### config.mk
export PLATFORM = sky130hd
export DESIGN_NAME = cfs_den
export DESIGN_NICKNAME = d
export VERILOG_FILES = /design/src/rtl/cfs_den.sv
export SDC_FILE = /design/constraint.sdc
export NUM_CORES = 2
export LEC_CHECK = 0
export BUFFER_PORTS_ARGS = -buffer_cell sky130_fd_sc_hd__buf_4
export CORE_ASPECT_RATIO = 0.75
export CORE_UTILIZATION = 40
export CTS_CLUSTER_DIAMETER = 100
export DETAILED_ROUTE_END_ITERATION = 6
export GPL_TIMING_DRIVEN = 1
export SLEW_MARGIN = 0
export SYNTH_ARGS = -nofsm -noshare
export SYNTH_HDL_FRONTEND = slang
export SYNTH_SLANG_ARGS = --single-unit
### constraint.sdc
create_clock -name i_clk -period 8.5 [get_ports i_clk]
set_input_delay 0.425 -clock i_clk [delete_from_list [all_inputs] [get_ports i_clk]]
set_output_delay 0.425 -clock i_clk [all_outputs]
set_load 0.05 [all_outputs]
### src/rtl/cfs_den.sv
// ----------------------------------------------------------------------------
// cfs_den: denominator pipeline
// d1 = 3ts^2 and d2 = 3t^2s, delayed to line up with the numerators.
// ----------------------------------------------------------------------------
module cfs_den #(
    parameter int FB = 16,
    parameter int DW = 3 * FB + 2
) (
    input  logic          i_clk,
    input  logic          i_en,
    input  logic [FB-1:0] i_t,
    input  logic [FB-1:0] i_s,
    output logic [DW-1:0] o_d1,
    output logic [DW-1:0] o_d2
);

    logic [FB+1:0]   k_t3;
    logic [2*FB+1:0] r_ts3;
    logic [FB-1:0]   r_t1, r_s1;
    logic [DW-1:0]   r_d1a, r_d2a, r_d1b, r_d2b, r_d1c, r_d2c;

    assign k_t3 = {2'b00, i_t} + {1'b0, i_t, 1'b0};

    always_ff @(posedge i_clk) begin
        if (i_en) begin
            r_ts3 <= k_t3 * i_s;
            r_t1  <= i_t;
            r_s1  <= i_s;
            r_d1a <= r_ts3 * r_s1;
            r_d2a <= r_ts3 * r_t1;
            r_d1b <= r_d1a;
            r_d2b <= r_d2a;
            r_d1c <= r_d1b;
            r_d2c <= r_d2b;
        end
    end

    assign o_d1 = r_d1c;
    assign o_d2 = r_d2c;

endmodule

== Word level (Yosys, flattened, before mapping) ==
Cells that the tools add are included.
Cells by class
  add/subtract/negate cells: 1
  $mul: 3
Operators by type and width (count)
  $mul A34 B16 Y50: 2
  $mul A18 B16 Y34: 1
  $add A16 B17 Y18: 1
Storage, ports and cells
  bits in registers: 366
  input port bits: 34
  word-level logic and storage cells: 13

== Depth between registers and ports, before layout ==
  depth in word-level cells: 2
  depth in mapped cells: 35
  depth with buffers taken out: 34

== Worst setup path before layout ==
No wires, ideal clock.
  kind: input -> register
  from: input i_t[0]
  to: register r_ts3[33] (data pin)
  library setup time: 0.262 ns
  arrival: 7.738 ns
  slack: 0.500 ns
  stages on the path: 34
  path buffers: 2
  cells stage by stage: ha_1 -> inv_1 -> fa_1 -> nor2b_1 -> o21ai_1 -> a21boi_2 -> o21ai_1 -> a21boi_2 -> o2111ai_1 -> a31oi_2 -> mux2i_1 -> a2111oi_4 -> buf_6 -> nand2_1 -> fa_1 -> fa_1 -> inv_1 -> fa_1 -> fa_1 -> fa_1 -> inv_1 -> fa_1 -> inv_1 -> ha_1 -> clkbuf_1 -> nand4_1 -> o21ai_0 -> a311o_1 -> and4_1 -> o21a_1 -> o211ai_1 -> o21ai_1 -> o221ai_1 -> xnor2_1
Between the ends
  word-level cells in the longest chain between the ends: 2
RTL lines
  from (decl): RTL line 11  | input logic [FB-1:0] i_t,
  $add A16 B17 Y18: RTL line 22  | assign k_t3 = {2'b00, i_t} + {1'b0, i_t, 1'b0};
  $mul A18 B16 Y34: RTL line 26  | r_ts3 <= k_t3 * i_s;
  to (signal assigned): RTL line 26
  to (decl): RTL line 18  | logic [2*FB+1:0] r_ts3;
No other way between the ends.
A chain may end at the register's enable or synchronous reset.

== Worst setup path after layout ==
  from: input i_t[2]
  to: register r_ts3[33] (data pin)
Same word-level chain as after synthesis.

==> results.py <==
metrics = {
    "global_routing": {
        "antenna_found_initial": 12,
        "grt_pass1_vias": 39562,
        "grt_max_degree": 145,
        "grtUsageTotal_pct": 20.6,
        "grt_pass1_wl_um": 221000,
        "grt_overflow_total": 0,
    },
    "placed_design": {
        "port_buffers": 133,
        "gp_congestion": 0.868,
        "hpwl_um": 107000,
        "post-place-cells": 7150,
    },
    "clock_network": {
        "clk_pin_slew_ns": 0.06,
        "cts_sinks": 366,
        "cts_root_buf": "clkbuf_16",
        "insertion_delay_ns": 0.62,
        "cts_inserted_buffers": 45,
        "cts_tree": "built",
        "clockBufferDepth": 3,
        "cts_htree_levels": 2,
    },
    "routing": {
        "ant_nets": 0,
        "drc": 0,
        "vias": 36645,
        "wire_per_inst_um": 18.7,
        "viasPerCell": 5.06,
        "first_iter_violations": 2371,
        "first_pass_iters": 6,
        "totalWireLength_um": 135000,
    },
    "sta": {
        "slew_violations": 0,
        "timing.hold.ws_ns": 0.0489,
        "hold_viol": 0,
        "fin_crit_ns": 8.11,
        "maxClockFrequency_mhz": 123,
        "max_slew.worst_pin.slew_ns": 1.24,
        "finalSetupViolations": 0,
        "finClkSkew_ns": 0.0324,
        "relSlewSlack_pct": 17.5,
        "timing.final.crit_share_pct": 95.4,
    },
    "critical_path": {
        "end_kind": "flip-flop",
        "critPathLaunchType": "input pin",
        "path_class": "input pin to flip-flop",
        "cpPeakStageDelay_ns": 0.53,
        "crit_top_cell": "fa_1",
        "arrival_ns": 8.48,
        "crit_buf_inv": 8,
        "crit_path_max_fanout": 7,
        "cpMaxStageDelayCell": "dlygate4sd3_1",
        "worst_ep_required_time_ns": 8.87,
        "cp_top_family": "adder cells",
    },
    "die": {
        "die_area_mm2": 0.137,
        "core_area_mm2": 0.134,
        "rows": 116,
        "boundaryPins": 134,
        "die_x_um": 428,
        "start_util_pct": 40.5,
        "die-height_um": 321,
    },
    "run": {
        "cap_violations": 0,
    },
    "final_layout": {
        "drive_gt1_share_pct": 7.55,
        "syn_to_final_growth_pct": 9.67,
        "stdcell_count": 7243,
        "regArea_mm2": 0.0110,
        "nets": 6951,
        "fillers": 12741,
        "multiInputGateArea_mm2": 0.0383,
    },
    "outcome": {
        "outcome": "complete, no violations",
    },
    "synth": {
        "yosysTopAreaCell": "fa_1",
        "syn_inst": 5366,
        "yosys_most_used_dff": "edfxtp_1",
        "avgSynthCellArea_um2": 10.1,
        "yosysMostFrequentCell": "fa_1",
        "yosys_register_bits": 366,
        "ys_async_sr_fraction_pct": 0,
        "synth_cell_types": 69,
        "ys_seq_area_share_pct": 20.2,
        "syn_nets": 6881,
        "synth_top_area_share_pct": 41.1,
        "yosys_warnings": 0,
        "synth-edff-count": 366,
        "synthTopCellsByArea": "fa_1 41%, edfxtp_1 20%, ha_1 8.4%",
        "synth.top_cells.by_count": "1115 x fa_1, 1090 x inv_1, 987 x nand2_1",
        "syn-cell-area_mm2": 0.0543,
    },
    "worst_hold_path": {
        "worstHoldPathType": "input pin to flip-flop",
    },
}
[through the flow]
stage	setup TNS [ns]	cell area, µm²	worst slack (ns)	utilization [%]
2_1_floorplan	0	54300	0.500	-
3_5_place_dp	-0.343	57800	-0.141	43.1
3_3_place_gp	-0.0297	57800	-0.0297	43.1
4_1_cts	0	59500	0.109	44.4
5_1_grt	-0.00340	59600	-0.00340	44.4
6_report	0	59600	0.393	44.4
[layer usage]
| layer | track usage (%) | part of all wire, % | wire length [µm] |
|---|---|---|---|
| met2 | 32.9 | 46 | 62600 |
| met4 | 4.33 | 1.9 | 2620 |
| met5 | 0 | 0 | 0 |
| met3 | 3.14 | 6.2 | 8330 |
| met1 | 29.5 | 46 | 61600 |
[flip-flops by register name, summed over array words and instances, names as in the netlist]
name,count
r_t1,16
r_s1,16
o_d1,50
r_d1a,50
o_d2,50
r_d1b,50
r_d2b,50
r_d2a,50
r_ts3,34
[worst reg2reg max path, cell delays in order (launching register included)]
cell and delay [ns]:
edfxtp_1 1.00, buf_4 0.38, nand2_1 0.11, fa_1 0.56, inv_1 0.05, fa_1 0.53
inv_1 0.05, fa_1 0.48, fa_1 0.51, fa_1 0.49, inv_1 0.05, fa_1 0.43
ha_1 0.38, a21o_1 0.20, a21o_1 0.17, a221oi_1 0.56, o221ai_1 0.39, o21a_1 0.31
o31a_1 0.39, a21o_1 0.21, a21oi_1 0.17, xnor2_1 0.09
[repair_timing]
item	in CTS	in global routing
endpoints found under the hold margin	8	0
endpoints found under the setup margin	0	7
hold buffers	8	0
gates resized for setup	0	18
setup buffers	0	1
[path summary, 6_finish.rpt]
| check | startpoint | endpoint | slack (ns) | cells after the start |
|---|---|---|---|---|
| worst max-delay path | i_t[2] | r_ts3[33]$_DFFE_PP_ | 0.39 | 35 |
| worst min-delay path | i_t[9] | r_t1[9]$_DFFE_PP_ | 0.05 | 1 |
| worst max register to register | r_s1[2]$_DFFE_PP_ | r_d1a[48]$_DFFE_PP_ | 0.74 | 21 |
| worst min register to register | r_d2b[36]$_DFFE_PP_ | o_d2[36]$_DFFE_PP_ | 0.41 | 0 |
[cell type report]
class,count,area share [%]
Multi-Input combinational cell,3626,64.3
Sequential cell,366,18.4
Clock buffer,48,1.91
Timing Repair Buffer,307,4.06
Inverter,1090,6.87
Clock inverter,34,0.735
Tap cell,1770,3.72
Antenna cell,2,0.00840
[cells by family after synthesis]
logic type | count (synthesis) | synth area share (%)
muxes | 2 | 0.0368
buffers and inverters | 1374 | 9.52
AOI/OAI and AO/OA | 372 | 4.62
adders and majority gates | 1481 | 49.5
xor gates and xnor gates | 132 | 2.13
DFF | 366 | 20.2
and+or+nand+nor | 1639 | 14.0
[placed cells by master, fill, tap and decap left out, types with 55 or more instances in the layout]
master    instances
nor2_1           72
and2_1          440
a21oi_1         109
xnor2_1          83
o21ai_0          55
edfxtp_1        366
ha_1            365
nand2_1         987
inv_1          1090
a21o_1           65
fa_1           1114
buf_4           291
Power is not shown: default switching activity piles up to over one toggle a cycle in this logic, so the estimate is an artifact.
